--- config.mk ---
export PLATFORM = sky130hd
export DESIGN_NAME = waiting_timer_slice_scheduler_core
export DESIGN_NICKNAME = d
export VERILOG_FILES = /design/src/sv/wts_pkg.sv /design/src/sv/wts_cell.sv /design/src/sv/waiting_timer_slice_scheduler_core.sv
export VERILOG_INCLUDE_DIRS = /design/src /design/src/sv
export SDC_FILE = /design/constraint.sdc
export NUM_CORES = 2
export LEC_CHECK = 0
export ABC_CLOCK_PERIOD_IN_PS = 6800
export BUFFER_PORTS_ARGS = -buffer_cell sky130_fd_sc_hd__buf_2
export CORE_UTILIZATION = 26
export CTS_CLUSTER_DIAMETER = 30
export DETAILED_ROUTE_END_ITERATION = 6
export RECOVER_POWER = 100
export SLEW_MARGIN = 20
export SYNTH_ARGS = -nofsm -noshare
export SYNTH_HDL_FRONTEND = slang
export SYNTH_SLANG_ARGS = --single-unit
--- constraint.sdc ---
create_clock -name clk -period 6.8 [get_ports clk]
set_input_delay 0.68 -clock clk [delete_from_list [all_inputs] [get_ports clk]]
set_output_delay 0.68 -clock clk [all_outputs]
set_load 0.02 [all_outputs]
--- src/sv/assert_macros.svh ---
// Assertion helpers shared by the RTL.
`ifndef ASSERT_MACROS_SVH
`define ASSERT_MACROS_SVH

`ifndef NO_ASSERTIONS

// Same-cycle implication, disabled while in reset
`define WTS_ASSERT_IMP(lbl, clk, rst_n, ante, cons) \
	lbl: assert property (@(posedge clk) disable iff (!(rst_n)) (ante) |-> (cons)) \
		else $error("%m: implication failed");

// Next-cycle implication, disabled while in reset
`define WTS_ASSERT_NXT(lbl, clk, rst_n, ante, cons) \
	lbl: assert property (@(posedge clk) disable iff (!(rst_n)) (ante) |=> (cons)) \
		else $error("%m: next-cycle implication failed");

`else

`define WTS_ASSERT_IMP(lbl, clk, rst_n, ante, cons)
`define WTS_ASSERT_NXT(lbl, clk, rst_n, ante, cons)

`endif

`endif

--- src/sv/wts_pkg.sv ---
`default_nettype none

package wts_pkg;

	// field widths
	localparam int SLOT_W  = 3;
	localparam int DELAY_W = 32;
	localparam int TIME_W  = 64;

	localparam int TIMER_SLOTS_DEF = 8;

	localparam logic [DELAY_W-1:0] MAX_DELAY = 32'hFFFF_FFFF;

	// input word kinds
	localparam logic KIND_ARM = 1'b0;
	localparam logic KIND_ADV = 1'b1;

	// running summary handed from cell to cell
	typedef struct packed {
		logic               any_wait;
		logic               any_zero;
		logic [DELAY_W-1:0] min_left;
	} wts_chain_t;

	// per-cell commands
	typedef struct packed {
		logic arm;
		logic sub;
		logic clr;
	} wts_cell_ctl_t;

	typedef enum logic [2:0] {
		ST_IDLE,
		ST_SCAN,
		ST_APPLY,
		ST_IDLE_OUT,
		ST_WALK,
		ST_FLUSH
	} wts_state_t;

endpackage

`default_nettype wire

--- src/sv/wts_cell.sv ---
`default_nettype none

// One timer slot: remaining time, waiting mark and one stage of the minimum chain
module wts_cell (
	input  wire logic                         clk,
	input  wire logic                         arst_n,
	input  wire wts_pkg::wts_cell_ctl_t       ctl,
	input  wire logic [wts_pkg::DELAY_W-1:0]  arm_delay,
	input  wire logic [wts_pkg::DELAY_W-1:0]  sub_val,
	input  wire wts_pkg::wts_chain_t          chain_in,
	output wts_pkg::wts_chain_t               chain_out,
	output logic                              fire
);

	logic [wts_pkg::DELAY_W-1:0] rem_q;
	logic                        wait_q;
	wts_pkg::wts_chain_t         chain_q;
	logic                        at_zero;

	assign at_zero   = (rem_q == '0);
	assign fire      = wait_q && at_zero;
	assign chain_out = chain_q;

	// slot state
	always_ff @(posedge clk or negedge arst_n) begin
		if (!arst_n) begin
			wait_q <= 1'b0;
		end else if (ctl.arm) begin
			wait_q <= 1'b1;
		end else if (ctl.clr) begin
			wait_q <= 1'b0;
		end
	end

	always_ff @(posedge clk) begin
		if (ctl.arm) begin
			rem_q <= arm_delay;
		end else if (ctl.sub && wait_q) begin
			rem_q <= rem_q - sub_val;
		end
	end

	// fold this slot into the running summary, one stage per cell
	always_ff @(posedge clk or negedge arst_n) begin
		if (!arst_n) begin
			chain_q <= '{any_wait: 1'b0, any_zero: 1'b0, min_left: wts_pkg::MAX_DELAY};
		end else begin
			chain_q.any_wait <= chain_in.any_wait | wait_q;
			chain_q.any_zero <= chain_in.any_zero | fire;
			chain_q.min_left <= (wait_q && (rem_q < chain_in.min_left)) ? rem_q
			                                                          : chain_in.min_left;
		end
	end

endmodule

`default_nettype wire

--- src/sv/waiting_timer_slice_scheduler_core.sv ---
`default_nettype none

// Timer slot scheduler. An arm word (tuser = 0) loads one slot's 32-bit delay and
// marks it waiting; it gives no result. An advance word (tuser = 1) either fires
// waiting slots already at zero, or moves the 64-bit clock to the earliest expiry
// and fires every slot reaching zero; one result word per fired slot in ascending
// slot order, tlast on the final one, or a single idle word (tuser = 1, tlast = 1)
// when nothing waits. An advance runs through the accepting cycle, a scan while the
// minimum ripples down the row of slot cells, a step to subtract and bump the clock,
// a walk over the slots for reports and a flush of the final report, and any output
// stall holds it. An idle advance gives its idle word in place of the walk and the
// flush. The result register lets the next word be taken while the last report
// waits.
module waiting_timer_slice_scheduler_core #(
	parameter int TIMER_SLOTS = wts_pkg::TIMER_SLOTS_DEF
) (
	input  wire logic        clk,
	input  wire logic        arst_n,

	input  wire logic        s_axis_tvalid,
	output logic             s_axis_tready,
	input  wire logic [39:0] s_axis_tdata,   // slot[2:0], delay[34:3], zero pad
	input  wire logic        s_axis_tuser,   // kind

	output logic             m_axis_tvalid,
	input  wire logic        m_axis_tready,
	output logic [71:0]      m_axis_tdata,   // fired_slot[2:0], now_time[66:3], zero pad
	output logic             m_axis_tuser,   // idle
	output logic             m_axis_tlast    // last
);

	localparam int IDX_W = (TIMER_SLOTS > 1) ? $clog2(TIMER_SLOTS) : 1;
	localparam int CMP_W = (IDX_W > wts_pkg::SLOT_W) ? IDX_W : wts_pkg::SLOT_W;
	localparam logic [IDX_W-1:0] LAST_IDX = IDX_W'(TIMER_SLOTS - 1);

	// input unpacking
	logic [wts_pkg::SLOT_W-1:0]  in_slot;
	logic [wts_pkg::DELAY_W-1:0] in_delay;
	logic                        in_acc;
	logic                        arm_acc;
	logic                        adv_acc;

	assign in_slot  = s_axis_tdata[2:0];
	assign in_delay = s_axis_tdata[34:3];
	assign in_acc   = s_axis_tvalid && s_axis_tready;
	assign arm_acc  = in_acc && (s_axis_tuser == wts_pkg::KIND_ARM);
	assign adv_acc  = in_acc && (s_axis_tuser == wts_pkg::KIND_ADV);

	wts_pkg::wts_state_t state_q, state_nxt;

	logic [IDX_W-1:0]            cnt_q;
	logic [IDX_W-1:0]            pend_q;
	logic                        pend_v_q;
	logic [wts_pkg::TIME_W-1:0]  clock_q;

	// output register
	logic                        out_v_q;
	logic [wts_pkg::SLOT_W-1:0]  out_slot_q;
	logic [wts_pkg::TIME_W-1:0]  out_time_q;
	logic                        out_idle_q;
	logic                        out_last_q;
	logic                        out_free;

	assign out_free = !out_v_q || m_axis_tready;

	// cell row
	wts_pkg::wts_chain_t chain [0:TIMER_SLOTS];
	logic [TIMER_SLOTS-1:0] fire_vec;
	wts_pkg::wts_chain_t    summary;

	logic sub_en;
	logic clr_en;

	assign chain[0] = '{any_wait: 1'b0, any_zero: 1'b0, min_left: wts_pkg::MAX_DELAY};
	assign summary  = chain[TIMER_SLOTS];

	for (genvar gi = 0; gi < TIMER_SLOTS; gi++) begin : g_cell
		wts_pkg::wts_cell_ctl_t ctl;

		assign ctl.arm = arm_acc && (CMP_W'(in_slot) == CMP_W'(gi));
		assign ctl.sub = sub_en;
		assign ctl.clr = clr_en && (cnt_q == IDX_W'(gi));

		wts_cell u_cell (
			.clk      (clk),
			.arst_n   (arst_n),
			.ctl      (ctl),
			.arm_delay(in_delay),
			.sub_val  (summary.min_left),
			.chain_in (chain[gi]),
			.chain_out(chain[gi+1]),
			.fire     (fire_vec[gi])
		);
	end

	// walk decisions
	logic fire_cur;
	logic walk_stall;
	logic walk_step;

	assign fire_cur   = fire_vec[cnt_q];
	assign walk_stall = fire_cur && pend_v_q && !out_free;
	assign walk_step  = (state_q == wts_pkg::ST_WALK) && !walk_stall;

	// next state
	always_comb begin
		state_nxt = state_q;
		case (state_q)
			wts_pkg::ST_IDLE: begin
				if (adv_acc) state_nxt = wts_pkg::ST_SCAN;
			end
			wts_pkg::ST_SCAN: begin
				if (cnt_q == LAST_IDX) state_nxt = wts_pkg::ST_APPLY;
			end
			wts_pkg::ST_APPLY: begin
				state_nxt = summary.any_wait ? wts_pkg::ST_WALK : wts_pkg::ST_IDLE_OUT;
			end
			wts_pkg::ST_IDLE_OUT: begin
				if (out_free) state_nxt = wts_pkg::ST_IDLE;
			end
			wts_pkg::ST_WALK: begin
				if (walk_step && (cnt_q == LAST_IDX)) state_nxt = wts_pkg::ST_FLUSH;
			end
			wts_pkg::ST_FLUSH: begin
				if (out_free) state_nxt = wts_pkg::ST_IDLE;
			end
			default: state_nxt = wts_pkg::ST_IDLE;
		endcase
	end

	// state outputs
	logic                       emit;
	logic                       emit_idle;
	logic                       emit_last;
	logic                       pend_load;

	always_comb begin
		s_axis_tready = 1'b0;
		sub_en        = 1'b0;
		clr_en        = 1'b0;
		emit          = 1'b0;
		emit_idle     = 1'b0;
		emit_last     = 1'b0;
		pend_load     = 1'b0;
		case (state_q)
			wts_pkg::ST_IDLE: begin
				s_axis_tready = 1'b1;
			end
			wts_pkg::ST_APPLY: begin
				sub_en = summary.any_wait && !summary.any_zero;
			end
			wts_pkg::ST_IDLE_OUT: begin
				emit      = out_free;
				emit_idle = 1'b1;
				emit_last = 1'b1;
			end
			wts_pkg::ST_WALK: begin
				if (walk_step && fire_cur) begin
					clr_en    = 1'b1;
					pend_load = 1'b1;
					emit      = pend_v_q;
				end
			end
			wts_pkg::ST_FLUSH: begin
				emit      = out_free;
				emit_last = 1'b1;
			end
			default: begin
			end
		endcase
	end

	// control registers
	always_ff @(posedge clk or negedge arst_n) begin
		if (!arst_n) begin
			state_q  <= wts_pkg::ST_IDLE;
			cnt_q    <= '0;
			pend_v_q <= 1'b0;
			clock_q  <= '0;
		end else begin
			state_q <= state_nxt;
			if (state_q == wts_pkg::ST_IDLE) begin
				cnt_q <= '0;
			end else if (state_q == wts_pkg::ST_SCAN) begin
				cnt_q <= (cnt_q == LAST_IDX) ? '0 : cnt_q + 1'b1;
			end else if (walk_step) begin
				cnt_q <= cnt_q + 1'b1;
			end
			if (state_q == wts_pkg::ST_APPLY) begin
				pend_v_q <= 1'b0;
			end else if (pend_load) begin
				pend_v_q <= 1'b1;
			end
			if (sub_en) begin
				clock_q <= clock_q + wts_pkg::TIME_W'(summary.min_left);
			end
		end
	end

	always_ff @(posedge clk) begin
		if (pend_load) pend_q <= cnt_q;
	end

	// result word register
	always_ff @(posedge clk or negedge arst_n) begin
		if (!arst_n) begin
			out_v_q <= 1'b0;
		end else if (emit) begin
			out_v_q <= 1'b1;
		end else if (m_axis_tready) begin
			out_v_q <= 1'b0;
		end
	end

	always_ff @(posedge clk) begin
		if (emit) begin
			out_slot_q <= emit_idle ? '0 : wts_pkg::SLOT_W'(pend_q);
			out_time_q <= clock_q;
			out_idle_q <= emit_idle;
			out_last_q <= emit_last;
		end
	end

	assign m_axis_tvalid = out_v_q;
	assign m_axis_tdata  = {5'b0, out_time_q, out_slot_q};
	assign m_axis_tuser  = out_idle_q;
	assign m_axis_tlast  = out_last_q;

	`include "assert_macros.svh"

	// a flush always has a pending report, since some slot fires whenever one waits
	`WTS_ASSERT_IMP(a_flush_pending, clk, arst_n, state_q == wts_pkg::ST_FLUSH, pend_v_q)
	// a result is never loaded over one that has not been taken
	`WTS_ASSERT_IMP(a_no_overwrite, clk, arst_n, emit, out_free)
	// the clock moves only on the step after the scan
	`WTS_ASSERT_NXT(a_clock_hold, clk, arst_n, state_q != wts_pkg::ST_APPLY, $stable(clock_q))

endmodule

`default_nettype wire
==> results.sh <==
export IMPL_status="finished, violations left"
export IMPL_violations="max-capacitance violations, max-slew violations"
export IMPL_pin_count=121
export IMPL_slew_headroom_pct=-141
export IMPL_die_y_um=421
export IMPL_min_period_ns=5.52
export IMPL_yosys_top_cells_area="edfxtp_1, dfstp_2, ha_1"
export IMPL_dp_hpwl_um=101000
export IMPL_area_delta_synth_final_pct=19.6
export IMPL_synth_top_area_share_pct=21.6
export IMPL_antenna_found_initial=28
export IMPL_ir_drop_uv=226
export IMPL_cap_violations=28
export IMPL_post_cts_resized=0
export IMPL_numClockSinks=680
export IMPL_p_leak_uw=0.0236
export IMPL_grt_max_degree=144
export IMPL_cts_htree_levels=4
export IMPL_wirelength_um=131000
export IMPL_crit_buf_inv=1
export IMPL_drt_first_pass_iters=5
export IMPL_synth_cells=4523
export IMPL_cp_slowest_cell="a21oi_1"
export IMPL_clockBufferDepth=3
export IMPL_synth_area_per_cell_um2=10.1
export IMPL_drive_gt1_share_pct=16.9
export IMPL_worstPathMaxFanout=32
export IMPL_grt_first_pass_wirelength_um=200000
export IMPL_crit_family="compound AO/OA/AOI/OAI gates"
export IMPL_cts_root_buf="clkbuf_16"
export IMPL_post_cts_setup_buffers=0
export IMPL_met1_usage_pct=18.1
export IMPL_numCtsBuffers=165
export IMPL_seq_area_um2=19000
export IMPL_multi_input_area_um2=24700
export IMPL_clock_skew_ns=0.0236
export IMPL_synth_commonest_cells="ha_1, nand2_1, a21oi_1"
export IMPL_grt_pass1_vias=35300
export IMPL_r2r_slack_ns=1.28
export IMPL_ys_warn_count=0
export IMPL_cts_tree="done"
export IMPL_tns_ns=0
export IMPL_hold_buffers=0
export IMPL_synthesis_area_um2=45600
export IMPL_drt_iter0_drc=2543
export IMPL_place_gp_congestion=0.940
export IMPL_via_count=35000
export IMPL_yosysTopAreaCell="edfxtp_1"
export IMPL_path_clk_slew_ns=0.04
export IMPL_rows=153
export IMPL_grt_ovfl_total=0
export IMPL_tightest_slew_ns=3.61
export IMPL_met3_usage_pct=2.07
export IMPL_power_density_nw_per_um2=490
export IMPL_hold_class="input port to async pin"
export IMPL_design_core_area_um2=174000
export IMPL_power_total_uw=26700
export IMPL_grt_usage_pct=14.6
export IMPL_finalCritPeriodShare_pct=81.2
export IMPL_worstPathCellList="inv_1, ha_1, a21o_1, a21o_1, a21oi_1, nor2_1, a2111oi_0, o31ai_1, a221o_1, a21oi_1, mux2_2"
export IMPL_crit_path_start_kind="flop"
export IMPL_rsz0062_at_grt="false"
export IMPL_synth_edf_count=328
export IMPL_setup_viol=0
export IMPL_io_buffers=110
export IMPL_crit_type="flop to flop"
export IMPL_r2r_end="g_cell[6].u_cell.chain_out[5]"
export IMPL_max_freq_ghz=0.181
export IMPL_synth_async_reset_ratio_pct=51.8
export IMPL_synth_most_common_cell="ha_1"
export IMPL_cp_required_ns=7.46
export IMPL_r2r_start="g_cell[5].u_cell.chain_out[9]"
export IMPL_hold_viol=0
export IMPL_viasPerCell=4.88
export IMPL_antenna_left=0
export IMPL_ys_types=85
export IMPL_wire_per_inst_um=18.2
export IMPL_insertion_delay_ns=0.74
export IMPL_ff2ff_path_depth=11
export IMPL_nNetsFinal=5250
export IMPL_cp_end_kind="flop"
export IMPL_ys_flop_type="edfxtp_1"
export IMPL_die_w_um=421
export IMPL_drc=0
export IMPL_grt_busiest_layer="met2"
export IMPL_nFillCells=17600
export IMPL_cp_arrival_ns=6.18
export IMPL_drv_slew=1184
export IMPL_die_area_um2=177000
export IMPL_start_util_pct=26.2
export IMPL_slowest_delay_ns=2.45
export IMPL_synth_ff_latch_count=680
export IMPL_grt_met2_usage_pct=25.3
export IMPL_ys_seq_area_share_pct=41.7
## placed cells by master, fill, tap and decap left out, types with 17 or more instances in the layout
cell type | Yosys | layout
a211oi_1 | 31 | 31
a21boi_0 | 18 | 18
a21o_1 | 180 | 180
a21oi_1 | 357 | 358
a31oi_1 | 50 | 51
and3_1 | 47 | 47
buf_2 | 20 | 38
bufinv_16 | 0 | 24
clkbuf_1 | 87 | 115
clkbuf_16 | 0 | 174
clkbuf_8 | 0 | 32
clkinv_2 | 0 | 17
dfrtp_1 | 96 | 96
dfstp_2 | 256 | 248
edfxtp_1 | 328 | 328
ha_1 | 503 | 503
inv_1 | 312 | 312
mux2_1 | 0 | 18
mux2_2 | 223 | 205
nand2_1 | 367 | 367
nand2b_1 | 100 | 100
nand3_1 | 43 | 43
nand4_1 | 71 | 71
nor2_1 | 241 | 240
nor2b_1 | 69 | 69
nor3_1 | 46 | 46
nor3b_1 | 19 | 20
nor4_1 | 59 | 60
o211ai_1 | 23 | 24
o21a_1 | 43 | 43
o21ai_0 | 335 | 338
o21bai_1 | 17 | 17
o31ai_1 | 33 | 35
or2_2 | 19 | 19
or3_1 | 24 | 24
xnor2_1 | 125 | 125
xor2_1 | 147 | 147
## report_power, final
group | switching (µW) | internal (µW)
Clock | 2500 | 5900
Sequential | 780 | 6230
Combinational | 6330 | 4950
Total | 9610 | 17100
## worst register-to-register path, cell delays in order, from the launching register on
cell,delay (ns)
dfstp_1,0.55
inv_1,0.05
ha_1,0.31
a21o_1,0.17
a21o_1,0.17
a21oi_1,0.17
nor2_1,0.05
a2111oi_0,0.38
o31ai_1,0.21
a221o_1,0.37
a21oi_1,2.45
mux2_2,0.57
## cell type report
cell class	count	area share, %
clock inverters	83	2.15
flip-flops and latches	680	34.8
diodes	9	0.0413
well taps	2325	5.34
clock buffers	228	8.95
multi-input cells	3393	45.4
repair buffers	141	1.14
inverters	312	2.15
## state kept, by name, indices dropped and copies added (netlist names)
| name | flops |
|---|---|
| state_q | 3 |
| pend_q | 3 |
| g_cell.u_cell.wait_q | 8 |
| out_time_q | 64 |
| g_cell.u_cell.rem_q | 256 |
| g_cell.u_cell.chain_out | 272 |
| cnt_q | 3 |
| pend_v_q | 1 |
| clock_q | 64 |
| m_axis_tuser | 1 |
| out_slot_q | 3 |
| m_axis_tlast | 1 |
| m_axis_tvalid | 1 |
## how the worst max path moves through the flow
stage,slack [ns],to,depth (start not counted),startpoint
3_3_place_gp,2.12,out_time_q[1],10,g_cell[7].u_cell.wait_q
3_5_place_dp,2.08,out_time_q[1],10,g_cell[7].u_cell.wait_q
5_1_grt,1.02,g_cell[6].u_cell.chain_out[5],11,g_cell[5].u_cell.chain_out[9]
2_1_floorplan,1.18,m_axis_tlast,9,g_cell[1].u_cell.rem_q[30]
6_report,1.28,g_cell[6].u_cell.chain_out[5],11,g_cell[5].u_cell.chain_out[9]
4_1_cts,2.07,out_time_q[23],10,g_cell[7].u_cell.wait_q
## through the flow
stage	cell area [µm²]	setup slack, ns	cells	hold slack [ns]	utilization (%)
after floorplan	45600	1.18	4527	0.384	-
after global placement	48800	2.12	6851	0.413	28.0
after detailed placement	48800	2.08	6851	0.415	28.0
after CTS	54800	2.07	7162	0.0151	31.5
after global routing	54500	1.02	7165	0.0581	31.3
final	54500	1.28	7171	0.0146	31.3
## per-layer routing
layer | share of wire, % | wire length (µm)
met1 | 43 | 56200
met2 | 48 | 63100
met4 | 3.7 | 4850
met3 | 5.0 | 6570
met5 | 0 | 0
## kinds of logic after synthesis
group | share of synthesized area, %
compound gates | 16.2
simple gates | 12.9
flops | 41.7
fa+ha+maj | 14.2
buf+inv | 3.95
xor+xnor | 5.23
mux | 5.87
other cells | 0.00823
(Power assumes the default switching activity.)
